## src/rtl/assert_macros.svh

```systemverilog
// assertion macros shared by the modular division block
// no dependencies
`ifndef ASSERT_MACROS_SVH
`define ASSERT_MACROS_SVH

// property must hold on every clock edge out of reset
`define ASSERT_CLK(lbl, prop) \
  lbl: assert property (@(posedge clk) disable iff (!rst_n) (prop)) \
    else $error("assertion failed");

// implication checked on every clock edge out of reset
`define ASSERT_IMP(lbl, ante, cons) \
  lbl: assert property (@(posedge clk) disable iff (!rst_n) (ante) |-> (cons)) \
    else $error("assertion failed");

// next-cycle implication checked out of reset
`define ASSERT_NXT(lbl, ante, cons) \
  lbl: assert property (@(posedge clk) disable iff (!rst_n) (ante) |=> (cons)) \
    else $error("assertion failed");

`endif

```

## src/rtl/mdee_pkg.sv

```systemverilog
// shared types, constants and command/status structs for the modular division block
// no dependencies
package mdee_pkg;

  localparam int unsigned WIDTH_DEF   = 31;
  localparam int unsigned FIELD_W     = 31;
  localparam logic [FIELD_W-1:0] MODULUS_RST = 31'h7fff_ffff;

  localparam logic [0:0] STATUS_OK  = 1'b0;
  localparam logic [0:0] STATUS_ERR = 1'b1;

  localparam logic [0:0] REG_MODULUS = 1'b0;

  typedef struct packed {
    logic [FIELD_W-1:0] dividend;
    logic [FIELD_W-1:0] divisor;
  } in_item_t;

  typedef struct packed {
    logic [FIELD_W-1:0] quotient;
    logic               status;
  } out_item_t;

  // datapath operation select
  typedef enum logic [2:0] {
    OP_LOAD   = 3'd0,
    OP_DIV    = 3'd1,
    OP_MULQ   = 3'd2,
    OP_UPDATE = 3'd3,
    OP_MULA   = 3'd4,
    OP_NONE   = 3'd5
  } op_t;

  typedef struct packed {
    logic start;
    op_t  op;
  } dp_cmd_t;

  typedef struct packed {
    logic busy;
    logic bad_args;
    logic r_zero;
    logic gcd_one;
  } dp_stat_t;

endpackage

```

## src/rtl/mdee_datapath.sv

```systemverilog
// datapath: remainder/coefficient registers, a shared serial divider and mul-mod unit
// depends on mdee_pkg
module mdee_datapath #(
  parameter int unsigned WIDTH = mdee_pkg::WIDTH_DEF
) (
  input  logic                clk,
  input  logic                rst_n,
  input  mdee_pkg::dp_cmd_t   cmd,
  input  logic [WIDTH-1:0]    modulus,
  input  logic [WIDTH-1:0]    a_in,
  input  logic [WIDTH-1:0]    b_in,
  output mdee_pkg::dp_stat_t  stat,
  output logic [WIDTH-1:0]    result
);
  import mdee_pkg::*;

  localparam int unsigned CW = $clog2(WIDTH + 1);

  logic [WIDTH-1:0] p_r, a_r;
  logic [WIDTH-1:0] rp_r, rc_r, yp_r, yc_r;
  logic [WIDTH-1:0] q_r, t_r, rn_r;

  // serial unit state: shared by restoring divider and shift-add mul-mod
  logic             busy_r, busy_nxt;
  logic [CW-1:0]    cnt_r, cnt_nxt;
  logic [WIDTH-1:0] sa_r, sa_nxt;   // divider: quotient shift; mul: multiplier y
  logic [WIDTH:0]   sb_r, sb_nxt;   // divider: partial remainder; mul: x
  logic [WIDTH:0]   acc_r, acc_nxt; // mul accumulator
  logic             mode_div_r, mode_div_nxt;

  logic [WIDTH:0]   rem_sh, p_ext, acc_add, x_dbl;
  logic [WIDTH-1:0] y_sub;

  assign p_ext   = {1'b0, p_r};
  assign rem_sh  = {sb_r[WIDTH-1:0], sa_r[WIDTH-1]};
  assign acc_add = acc_r + {1'b0, sb_r[WIDTH-1:0]};
  assign x_dbl   = {sb_r[WIDTH-1:0], 1'b0};
  assign y_sub   = (yp_r >= t_r) ? (yp_r - t_r) : (yp_r + (p_r - t_r));

  // serial unit step
  always_comb begin
    busy_nxt     = busy_r;
    cnt_nxt      = cnt_r;
    sa_nxt       = sa_r;
    sb_nxt       = sb_r;
    acc_nxt      = acc_r;
    mode_div_nxt = mode_div_r;
    if (cmd.start && cmd.op == OP_DIV) begin
      busy_nxt = 1'b1; mode_div_nxt = 1'b1;
      cnt_nxt = CW'(WIDTH); sa_nxt = rp_r; sb_nxt = '0;
    end else if (cmd.start && (cmd.op == OP_MULQ || cmd.op == OP_MULA)) begin
      busy_nxt = 1'b1; mode_div_nxt = 1'b0;
      cnt_nxt = CW'(WIDTH); acc_nxt = '0;
      if (cmd.op == OP_MULQ) begin
        sa_nxt = q_r;
        sb_nxt = {1'b0, yc_r};
      end else begin
        sa_nxt = a_r;
        sb_nxt = {1'b0, yp_r};
      end
    end else if (busy_r) begin
      cnt_nxt = cnt_r - 1'b1;
      if (cnt_r == CW'(1)) busy_nxt = 1'b0;
      if (mode_div_r) begin
        if (rem_sh >= {1'b0, rc_r}) begin
          sb_nxt = rem_sh - {1'b0, rc_r};
          sa_nxt = {sa_r[WIDTH-2:0], 1'b1};
        end else begin
          sb_nxt = rem_sh;
          sa_nxt = {sa_r[WIDTH-2:0], 1'b0};
        end
      end else begin
        if (sa_r[0]) acc_nxt = (acc_add >= p_ext) ? acc_add - p_ext : acc_add;
        sb_nxt = (x_dbl >= p_ext) ? x_dbl - p_ext : x_dbl;
        sa_nxt = sa_r >> 1;
      end
    end
  end

  always_ff @(posedge clk) begin
    if (!rst_n) begin
      busy_r <= 1'b0;
      cnt_r  <= '0;
    end else begin
      busy_r <= busy_nxt;
      cnt_r  <= cnt_nxt;
    end
    sa_r       <= sa_nxt;
    sb_r       <= sb_nxt;
    acc_r      <= acc_nxt;
    mode_div_r <= mode_div_nxt;
  end

  // euclid registers
  always_ff @(posedge clk) begin
    if (cmd.start) begin
      unique case (cmd.op)
        OP_LOAD: begin
          p_r  <= modulus;
          rp_r <= modulus;
          rc_r <= b_in;
          yp_r <= '0;
          yc_r <= (modulus == WIDTH'(1)) ? '0 : WIDTH'(1);
        end
        OP_UPDATE: begin
          rp_r <= rc_r;
          rc_r <= rn_r;
          yp_r <= yc_r;
          yc_r <= y_sub;
        end
        default: ;
      endcase
    end
    // divider done: keep quotient and remainder, the mul-mod reuses the shift registers
    if (busy_r && mode_div_r && cnt_r == CW'(1)) begin
      q_r  <= sa_nxt;
      rn_r <= sb_nxt[WIDTH-1:0];
    end
    if (busy_r && !mode_div_r && cnt_r == CW'(1)) t_r <= acc_nxt[WIDTH-1:0];
    if (cmd.start && cmd.op == OP_LOAD) a_r <= a_in;
  end

  assign stat.busy     = busy_r;
  assign stat.bad_args = (p_r == '0) || (rc_r == '0);
  assign stat.r_zero   = (rc_r == '0);
  assign stat.gcd_one  = (rp_r == WIDTH'(1));
  assign result        = t_r;

endmodule

```

## src/rtl/mdee_ctrl.sv

```systemverilog
// controller fsm sequencing euclid steps and handshakes
// depends on mdee_pkg and assert_macros.svh
module mdee_ctrl (
  input  logic               clk,
  input  logic               rst_n,
  input  logic               in_valid,
  output logic               in_stall,
  output logic               out_valid,
  input  logic               out_stall,
  output logic               out_status,
  output logic               out_use_res,
  output mdee_pkg::dp_cmd_t  cmd,
  input  mdee_pkg::dp_stat_t stat
);
  import mdee_pkg::*;
  `include "assert_macros.svh"

  typedef enum logic [7:0] {
    S_IDLE  = 8'b0000_0001,
    S_CHK   = 8'b0000_0010,
    S_DIV   = 8'b0000_0100,
    S_MULQ  = 8'b0000_1000,
    S_UPD   = 8'b0001_0000,
    S_MULA  = 8'b0010_0000,
    S_WAIT  = 8'b0100_0000,
    S_OUT   = 8'b1000_0000
  } state_t;

  state_t state_r, state_nxt;
  logic   launched_r, launched_nxt;
  logic   status_r, status_nxt, use_r, use_nxt;

  // next state
  always_comb begin
    state_nxt    = state_r;
    launched_nxt = launched_r;
    status_nxt   = status_r;
    use_nxt      = use_r;
    cmd.start    = 1'b0;
    cmd.op       = OP_NONE;
    unique case (state_r)
      S_IDLE: if (in_valid) begin
        cmd.start = 1'b1; cmd.op = OP_LOAD; state_nxt = S_CHK;
      end
      S_CHK: if (stat.bad_args) begin
        status_nxt = STATUS_ERR; use_nxt = 1'b0; state_nxt = S_OUT;
      end else begin
        state_nxt = S_DIV; launched_nxt = 1'b0;
      end
      S_DIV, S_MULQ, S_MULA: begin
        if (!launched_r) begin
          cmd.start = 1'b1;
          cmd.op = (state_r == S_DIV) ? OP_DIV : (state_r == S_MULQ) ? OP_MULQ : OP_MULA;
          launched_nxt = 1'b1;
        end else if (!stat.busy) begin
          launched_nxt = 1'b0;
          if (state_r == S_DIV) state_nxt = S_MULQ;
          else if (state_r == S_MULQ) state_nxt = S_UPD;
          else begin
            status_nxt = STATUS_OK; use_nxt = 1'b1; state_nxt = S_OUT;
          end
        end
      end
      S_UPD: begin
        cmd.start = 1'b1; cmd.op = OP_UPDATE; state_nxt = S_WAIT;
      end
      S_WAIT: if (!stat.r_zero) begin
        state_nxt = S_DIV;
      end else if (stat.gcd_one) begin
        state_nxt = S_MULA;
      end else begin
        status_nxt = STATUS_ERR; use_nxt = 1'b0; state_nxt = S_OUT;
      end
      S_OUT: if (!out_stall) state_nxt = S_IDLE;
      default: state_nxt = S_IDLE;
    endcase
  end

  always_ff @(posedge clk) begin
    if (!rst_n) begin
      state_r    <= S_IDLE;
      launched_r <= 1'b0;
      status_r   <= STATUS_OK;
      use_r      <= 1'b0;
    end else begin
      state_r    <= state_nxt;
      launched_r <= launched_nxt;
      status_r   <= status_nxt;
      use_r      <= use_nxt;
    end
  end

  assign in_stall    = (state_r != S_IDLE);
  assign out_valid   = (state_r == S_OUT);
  assign out_status  = status_r;
  assign out_use_res = use_r;

  `ASSERT_CLK(a_onehot, $onehot(state_r))
  `ASSERT_IMP(a_no_cmd_busy, cmd.start && (cmd.op == OP_DIV || cmd.op == OP_MULQ), !stat.busy)
  `ASSERT_NXT(a_out_hold, out_valid && out_stall, out_valid && $stable(out_status))

endmodule

```

## src/rtl/modular_division_ext_euclid.sv

```systemverilog
// top level of the modular division block: apb register, controller and datapath
// depends on mdee_pkg, mdee_ctrl, mdee_datapath
// Each item computes dividend * divisor^-1 mod modulus by the extended Euclidean
// algorithm; one item is worked on at a time. Each Euclid step runs a serial
// division and a serial mul-mod, each launched and then awaited until done, plus
// an update state and a test state. The time an item takes grows with the number
// of Euclid steps, plus any output stall (about 45 steps at worst for 31-bit
// operands); the shared serial divider and mul-mod unit sets it. Status 1 with
// quotient 0 flags a zero divisor, a zero modulus or gcd not 1.
module modular_division_ext_euclid #(
  parameter int unsigned WIDTH = mdee_pkg::WIDTH_DEF
) (
  input  logic                 clk,
  input  logic                 rst_n,
  input  logic                 in_valid,
  output logic                 in_stall,
  input  mdee_pkg::in_item_t   in_data,
  output logic                 out_valid,
  input  logic                 out_stall,
  output mdee_pkg::out_item_t  out_data,
  input  logic                 psel,
  input  logic                 penable,
  input  logic                 pwrite,
  input  logic [1:0]           paddr,
  input  logic [31:0]          pwdata,
  output logic [31:0]          prdata,
  output logic                 pready
);
  import mdee_pkg::*;

  logic [WIDTH-1:0] modulus_r;
  dp_cmd_t          cmd;
  dp_stat_t         stat;
  logic [WIDTH-1:0] result;
  logic             st, use_res;

  // modulus register
  always_ff @(posedge clk) begin
    if (!rst_n) modulus_r <= WIDTH'(MODULUS_RST);
    else if (psel && penable && pwrite && paddr[1:0] == {REG_MODULUS, 1'b0})
      modulus_r <= WIDTH'(pwdata);
  end
  assign pready = 1'b1;
  assign prdata = 32'(modulus_r);

  mdee_ctrl u_ctrl (
    .clk, .rst_n, .in_valid, .in_stall, .out_valid, .out_stall,
    .out_status(st), .out_use_res(use_res), .cmd, .stat
  );

  mdee_datapath #(.WIDTH(WIDTH)) u_dp (
    .clk, .rst_n, .cmd, .modulus(modulus_r),
    .a_in(WIDTH'(in_data.dividend)), .b_in(WIDTH'(in_data.divisor)),
    .stat, .result
  );

  assign out_data.status   = st;
  assign out_data.quotient = use_res ? FIELD_W'(result) : '0;

endmodule
```

## config.mk

```make
export PLATFORM = sky130hd
export DESIGN_NAME = modular_division_ext_euclid
export DESIGN_NICKNAME = d
export VERILOG_FILES = /design/src/rtl/mdee_pkg.sv /design/src/rtl/mdee_datapath.sv /design/src/rtl/mdee_ctrl.sv /design/src/rtl/modular_division_ext_euclid.sv
export VERILOG_INCLUDE_DIRS = /design/src /design/src/rtl
export SDC_FILE = /design/constraint.sdc
export NUM_CORES = 1
export LEC_CHECK = 0
export BUFFER_PORTS_ARGS = -buffer_cell sky130_fd_sc_hd__buf_4
export CORE_MARGIN = 2
export CORE_UTILIZATION = 45
export CTS_CLUSTER_SIZE = 10
export DETAILED_ROUTE_END_ITERATION = 10
export PLACE_DENSITY_LB_ADDON = 0.08
export RECOVER_POWER = 25
export SLEW_MARGIN = 20
export SYNTH_ARGS = -nofsm -noshare
export SYNTH_HDL_FRONTEND = slang
export SYNTH_HIERARCHICAL = 1
export SYNTH_SLANG_ARGS = --single-unit
```

## constraint.sdc

```tcl
create_clock -name clk -period 13.66 [get_ports clk]
set_input_delay 3.415 -clock clk [delete_from_list [all_inputs] [get_ports clk]]
set_output_delay 3.415 -clock clk [all_outputs]
set_load 0.03 [all_outputs]
```

==> impl_metrics.env, run 1 <==
export IMPL_crit_path_max_incr_delay_ns=0.61
export IMPL_row_count=93
export IMPL_die_x_um=258
export IMPL_clk_skew_ns=0.0292
export IMPL_die_h_um=258
export IMPL_final_cell_mix="394 x nand2_1, 313 x a21oi_1, 280 x edfxtp_1"
export IMPL_dr_total_vias=24700
export IMPL_timing_worst_slew_pin_value_ns=3.27
export IMPL_cts_root_buffer="clkbuf_16"
export IMPL_io_buffer_count=166
export IMPL_place_congestion=0.932
export IMPL_yosys_warnings=6
export IMPL_synth_enable_flop_cells=280
export IMPL_grt_antenna_before_repair=1
export IMPL_start_util_pct=45.3
export IMPL_antenna_left=0
export IMPL_finalCritPeriodShare_pct=47.3
export IMPL_placed_cell_area_um2=30900
export IMPL_worst_setup_path_end_kind="flop"
export IMPL_groute_layer_met1_usage_pct=40.3
export IMPL_fin_tns_setup_ns=0
export IMPL_layout_nets=3664
export IMPL_postcts_setup_bufs=0
export IMPL_cts_tree="built"
export IMPL_maximum_fanout_along_the_worst_path=49
export IMPL_drv_max_cap_violation_count=4
export IMPL_synth_seq_cells=422
export IMPL_drc=0
export IMPL_cp_required_ns=14.00
export IMPL_grt_first_pass_wirelength_mm=143
export IMPL_cts_resized=0
export IMPL_drt_wirelength_per_cell_um=22.5
export IMPL_power_density_over_cell_area_nw_per_um2=196
export IMPL_finalPower_mw=6.33
export IMPL_dieArea_um2=66700
export IMPL_failed_checks="capacitance limit, slew limit"
export IMPL_placeableCoreArea_um2=64100
export IMPL_cts_sink_count=422
export IMPL_grt_pass1_vias=23600
export IMPL_layoutNonFillerInstCount=4236
export IMPL_routed_wl_mm=95.3
export IMPL_drv_slew=138
export IMPL_cts_made_buffers=51
export IMPL_netlist_area_um2=29100
export IMPL_grt_util_all_layers_pct=28.0
export IMPL_antennaDiodeCount=0
export IMPL_report_final_setup_viol=0
export IMPL_dr_first_iter_drc_count=1931
export IMPL_post_route_min_period_ns=6.46
export IMPL_num_fill_cells=6118
export IMPL_layout_drive_gt1_share_pct=9.85
export IMPL_global_route_usage_met3_pct=3.73
export IMPL_critical_path_most_common_cell="a21oi_1"
export IMPL_detailed_place_hpwl_mm=73.0
export IMPL_synth_net_count=3562
export IMPL_grt_use_met2_pct=44.0
export IMPL_finalHoldViolCount=0
export IMPL_avgSynthCellArea_um2=8.98
export IMPL_layout_cell_area_non_filler_um2=32400
export IMPL_synth_distinct_cells=109
export IMPL_cts_max_level=2
export IMPL_asyncSetResetFlopFracSynth_pct=0
export IMPL_layout_commonest_cell="nand2_1"
export IMPL_drt_pass1_iter_count=6
export IMPL_boundaryPins=170
export IMPL_worst_path_max_delay_cell="a21boi_0"
export IMPL_area_growth_syn_to_layout_pct=11.3
export IMPL_vias_per_cell=5.83
export IMPL_worstSetupStartpointType="flop"
export IMPL_worst_hold_path_type="reg2reg"
export IMPL_grt_max_degree=113
export IMPL_synth_flop_cell="edfxtp_1"
export IMPL_critPathArrivalTime_ns=6.80
export IMPL_grt_setup_unrepaired="no"
export IMPL_grt_busiest_layer="met2"
export IMPL_holdWs_ns=0.486
export IMPL_irDropWorstVdd_v=0.000117
export IMPL_critical_path_class="reg2reg"
export IMPL_clk_path_buf_depth=3
export IMPL_power_static_leakage_nw=13.8
export IMPL_path_cells="ha_1, fa_1, a21oi_1, o21ai_0, nand4_1, a21boi_0, a41o_1, a21o_1, a21oi_1, xnor2_1, ha_1, nand4_1, nor3_1, a22oi_1, o21ai_1, o21bai_1, a21oi_1, nor4_4, buf_4, inv_2, mux2i_1, o21ai_0"
export IMPL_worstSkewPairLatency_ns=0.61
export IMPL_grt_remaining_overflow=0
export IMPL_share_of_the_yosys_chip_area_belonging_to_registers_pct=38.7
export IMPL_worst_slew_margin_rel_pct=-118
export IMPL_clk_transition_reported_paths_ns=0.05
export IMPL_postCtsHoldBufs=0
export IMPL_run_status="finished with violations"
export IMPL_max_freq_mhz=155
export IMPL_synthesis_instances=3237
export IMPL_place_inst=4141
[cell usage after synthesis (25+ instances only)]
cell	count	area, µm²
xor2_1	62	543
o21a_1	31	233
mux2i_1	64	641
inv_1	262	983
nand2_1	395	1480
nor4_1	41	257
a211oi_1	43	323
ha_1	187	2340
nand2b_1	33	206
nand4_1	33	206
a21oi_1	313	1570
o21ai_0	168	841
edfxtp_1	280	8410
o21bai_1	26	195
nor2_1	217	815
nor3_1	45	225
nand3_1	67	335
fa_1	35	701
xnor2_1	101	885
nor2b_1	25	156
and2_1	68	425
a21o_1	89	668
clkbuf_1	96	360
a31oi_1	38	238
dfxtp_1	142	2840
o211ai_2	30	375
[critical path, delay by kind of cell (launching register included)]
family,cells,cell delay (ns)
adder cells (fa/ha/maj),3,0.81
AO/OA/AOI/OAI,11,2.96
XOR/XNOR,1,0.15
flip-flops,1,0.54
multiplexers,1,0.17
AND/OR/NAND/NOR,4,0.76
buffers and inverters,2,0.73
[per-layer routing]
layer  vias up  routed length (µm)  part of all wire, %
li1      11900                   -                    -
met2       697               43100                   45
met3       126                4980                  5.2
met5         -                   0                    0
met1     12000               44600                   47
met4         0                2540                  2.7
[power by group]
group          internal, mW  switching, mW  total (mW)
registers              1.64          0.218        1.85
clock network         0.724          0.549        1.27
logic                  1.25           1.96        3.20
total                  3.61           2.72        6.33
[per-stage QoR]
step	utilization (%)	setup slack [ns]
after floorplan	-	2.60
after global placement	48.2	6.64
after detailed placement	48.2	6.58
after CTS	50.6	7.22
after global routing	50.5	6.70
final	50.5	7.20
[flip-flops by register name (all words and copies together) (netlist names)]
name,count
u_dp/acc_r,32
u_dp/yp_r,31
u_dp/q_r,31
u_dp/yc_r,31
u_dp/mode_div_r,1
u_ctrl/out_status,1
u_dp/sa_r,31
u_dp/rp_r,31
u_dp/rc_r,31
u_dp/sb_r,31
u_ctrl/state_r,8
u_dp/rn_r,31
u_dp/a_r,31
u_ctrl/out_use_res,1
modulus_r,31
u_dp/busy_r,1
u_dp/cnt_r,5
u_dp/result,31
u_ctrl/launched_r,1
u_dp/p_r,31
[cell type report]
cell class	instances	area, µm²	area share [%]
Timing Repair Buffer	191	1430	4.41
Sequential cell	422	11300	34.8
Tap cell	855	1070	3.30
Clock buffer	86	1460	4.51
Inverter	263	987	3.05
Clock inverter	9	68.8	0.213
Multi-Input combinational cell	2410	16100	49.8
[final timing paths]
path                                  startpoint                              to  slack [ns]  depth (start not counted)
hold reg to reg   u_ctrl/out_status$_SDFFE_PN0P_  u_ctrl/out_status$_SDFFE_PN0P_        0.49                          2
hold / removal    u_ctrl/out_status$_SDFFE_PN0P_  u_ctrl/out_status$_SDFFE_PN0P_        0.49                          2
setup reg to reg            u_dp/sb_r[0]$_DFF_P_       u_dp/result[20]$_DFFE_PP_        7.20                         22
setup / recovery            u_dp/sb_r[0]$_DFF_P_       u_dp/result[20]$_DFFE_PP_        7.20                         22
[kinds of logic (layout without fill, tap and decap cells)]
group	Yosys count	in the layout	share of synthesized area, %
buffers and inverters	405	549	5.79
AOI/OAI and AO/OA	945	945	21.2
other	2	2	0.0258
DFF	422	422	38.7
xor gates and xnor gates	164	164	4.97
and+or+nand+nor	1008	1008	16.5
adders and majority gates	222	222	10.5
muxes	69	69	2.40
Note: power is estimated with default switching activity, not from simulation.
==> run 2, diff against run 1 <==
--- a/config.mk
+++ b/config.mk
@@ -6,6 +6,7 @@
 export SDC_FILE = /design/constraint.sdc
 export NUM_CORES = 1
 export LEC_CHECK = 0
+export ABC_AREA = 1
 export BUFFER_PORTS_ARGS = -buffer_cell sky130_fd_sc_hd__buf_4
 export CORE_MARGIN = 2
 export CORE_UTILIZATION = 45
==> constraint.sdc (replaced) <==
create_clock -name clk -period 5.3 [get_ports clk]
set_input_delay 1.325 -clock clk [delete_from_list [all_inputs] [get_ports clk]]
set_output_delay 1.325 -clock clk [all_outputs]
set_load 0.03 [all_outputs]
==> run 2 against run 1 <==
  * The flow still finishes with violations (capacitance limit, slew limit)
  * Clock-buffer cell count is 3 higher
  * Combinational power grew to 4.7 times the previous value
  * Via count is 26% higher
  * Clock power grew to 2.7 times the previous value
  * Hold slack worse by 0.0058 ns
  * Power grew to 3.7 times the previous value
  * Synthesized cell count is 37% higher
  * Cell count is 31% higher
  * Worst setup slack worse by 6.5 ns
  * Global-route usage is 5.9 points higher
==> impl_metrics.env, run 2 <==
export IMPL_flip_flop_count_of_the_largest_register_all_copies_and_words_added=32
export IMPL_max_flop_register="u_dp/acc_r"
export IMPL_drc=0
export IMPL_worst_slew_margin_rel_pct=-54.7
export IMPL_finalHoldViolCount=0
export IMPL_layout_commonest_cell="nand2_1"
export IMPL_critPathArrivalTime_ns=5.00
export IMPL_multi_input_area_um2=17500
export IMPL_place_congestion=1.02
export IMPL_power_density_over_cell_area_nw_per_um2=663
export IMPL_dieArea_um2=72900
export IMPL_avgSynthCellArea_um2=7.21
export IMPL_failed_checks="capacitance limit, slew limit"
export IMPL_cp_required_ns=5.65
export IMPL_cts_resized=0
export IMPL_layout_drive_gt1_share_pct=8.12
export IMPL_routed_wl_mm=126
export IMPL_num_fill_cells=7114
export IMPL_worst_setup_path_end_kind="flop"
export IMPL_layout_cell_area_non_filler_um2=35600
export IMPL_row_count=97
export IMPL_cts_tree="built"
export IMPL_grt_max_degree=65
export IMPL_layout_nets=4890
export IMPL_worstSetupStartpointType="flop"
export IMPL_antenna_left=0
export IMPL_ff2ff_path_depth=28
export IMPL_drt_wirelength_per_cell_um=22.7
export IMPL_irDropWorstVdd_v=0.000374
export IMPL_leading_cell_type_by_number_of_instances_after_synthesis="nand2_1"
export IMPL_cts_made_buffers=51
export IMPL_netlist_area_um2=31800
export IMPL_postcts_setup_bufs=0
export IMPL_ys_top_cells_by_area="edfxtp_1 26%, nand2_1 15%, dfxtp_1 8.9%"
export IMPL_synth_top_area_share_pct=26.4
export IMPL_finalCritPeriodShare_pct=87.7
export IMPL_drv_max_cap_violation_count=4
export IMPL_fin_tns_setup_ns=0
export IMPL_boundaryPins=170
export IMPL_synth_net_count=4745
export IMPL_run_status="finished with violations"
export IMPL_grt_util_all_layers_pct=33.9
export IMPL_report_final_setup_viol=0
export IMPL_buffer_and_inverter_count_on_the_worst_path=2
export IMPL_cts_max_level=2
export IMPL_die_h_um=270
export IMPL_clk_path_buf_depth=3
export IMPL_dr_total_vias=31000
export IMPL_cts_root_buffer="clkbuf_16"
export IMPL_vias_per_cell=5.59
export IMPL_grt_antenna_before_repair=1
export IMPL_grt_setup_unrepaired="no"
export IMPL_grt_remaining_overflow=0
export IMPL_timing_worst_slew_pin_value_ns=2.32
export IMPL_postCtsHoldBufs=0
export IMPL_ys_top_cells_by_count="1242 x nand2_1, 645 x inv_1, 322 x a21oi_1, 314 x nor2_1, 280 x edfxtp_1"
export IMPL_area_growth_syn_to_layout_pct=11.9
export IMPL_finalWorstSetupSlack_ns=0.654
export IMPL_maximum_fanout_along_the_worst_path=31
export IMPL_die_x_um=270
export IMPL_dp_worst_setup_slack_ns=0.738
export IMPL_detailed_place_hpwl_mm=99.8
export IMPL_layoutNonFillerInstCount=5548
export IMPL_cts_sink_count=422
export IMPL_worst_hold_path_num_cells=2
export IMPL_synth_distinct_cells=63
export IMPL_drv_slew=104
export IMPL_sequential_cell_area_um2=11300
export IMPL_final_cell_mix="1243 x nand2_1, 642 x inv_1, 321 x a21oi_1"
export IMPL_io_buffer_count=166
export IMPL_synth_enable_flop_cells=280
export IMPL_max_freq_mhz=215
export IMPL_start_util_pct=45.5
export IMPL_antennaDiodeCount=0
export IMPL_place_inst=5452
export IMPL_worst_path_dominant_cell_family="simple AND/OR/NAND/NOR gates"
export IMPL_synth_flop_cell="edfxtp_1"
export IMPL_dr_first_iter_drc_count=3247
export IMPL_grt_pass1_vias=28800
export IMPL_final_core_utilization_pct=50.9
export IMPL_grt_first_pass_wirelength_mm=185
export IMPL_worst_path_max_delay_cell="dfxtp_1"
export IMPL_crit_path_max_incr_delay_ns=0.62
export IMPL_share_of_the_yosys_chip_area_belonging_to_registers_pct=35.3
export IMPL_post_route_min_period_ns=4.65
export IMPL_critical_path_class="reg2reg"
export IMPL_yosys_warnings=6
export IMPL_clk_transition_reported_paths_ns=0.06
export IMPL_synth_top_area_cell="edfxtp_1"
export IMPL_clk_skew_ns=0.0463
export IMPL_synth_seq_cells=422
export IMPL_asyncSetResetFlopFracSynth_pct=0
export IMPL_critical_path_most_common_cell="nand2_1"
export IMPL_power_static_leakage_nw=17.2
export IMPL_placeableCoreArea_um2=70000
export IMPL_placed_cell_area_um2=34100
export IMPL_worstSkewPairLatency_ns=0.64
export IMPL_worst_hold_path_type="reg2reg"
export IMPL_synthesis_instances=4420
export IMPL_drt_pass1_iter_count=6
export IMPL_cp_num_cells=28
-- run 2: cells by family (layout without fill, tap and decap cells) --
logic type / Yosys count / count (layout) / synth area share (%)
AOI/OAI and AO/OA: 771 / 771 / 13.7
and+or+nand+nor: 2084 / 2084 / 28.0
buffers and inverters: 793 / 981 / 9.99
DFF: 422 / 422 / 35.3
other: 2 / 2 / 0.0236
xor gates and xnor gates: 126 / 126 / 3.46
adders and majority gates: 222 / 222 / 9.55
-- run 2: where the power goes --
part           switching, mW  total (mW)  internal [mW]
registers              0.820        5.32           4.50
logic                   10.1        14.9           4.84
clock network           1.47        3.39           1.93
total                   12.4        23.6           11.3
-- run 2: cell type report --
cell class                      instances  share of cell area (%)
Clock buffer                           89                    4.21
Clock inverter                          7                   0.319
Inverter                              657                    6.93
Multi-Input combinational cell       3205                    49.0
Sequential cell                       422                    31.6
Tap cell                              940                    3.30
Timing Repair Buffer                  228                    4.70
-- run 2: metal layers --
metal  wire (µm)  vias up  track usage [%]  share of wire (%)
li1            -    14800                -                  -
met1       54600    14700             46.6                 43
met2       55200     1275             53.0                 44
met3       10200      218             5.37                8.1
met4        6090        2             14.0                4.8
met5          13        -                0              0.010
-- run 2: worst paths after layout --
check / start / end / slack [ns]
setup / recovery: u_dp/sb_r[2]$_DFF_P_ / u_dp/result[24]$_DFFE_PP_ / 0.65
hold reg to reg: u_ctrl/out_status$_SDFFE_PN0P_ / u_ctrl/out_status$_SDFFE_PN0P_ / 0.48
setup reg to reg: u_dp/sb_r[2]$_DFF_P_ / u_dp/result[24]$_DFFE_PP_ / 0.65
hold / removal: u_ctrl/out_status$_SDFFE_PN0P_ / u_ctrl/out_status$_SDFFE_PN0P_ / 0.48
-- run 2: tightest hold or removal path, delay by kind of cell, from the launching register on --
kind | cells | cell delay, ns
flops | 1 | 0.32
compound gates | 1 | 0.05
simple gates | 1 | 0.06
-- run 2: metrics by stage --
stage / total power, mW / hold slack (ns)
floorplan: 15.5 / 0.439
global placement: 19.9 / 0.461
detailed placement: 19.9 / 0.466
CTS: 23.4 / 0.475
global route: 25.4 / 0.513
finish: 23.6 / 0.481
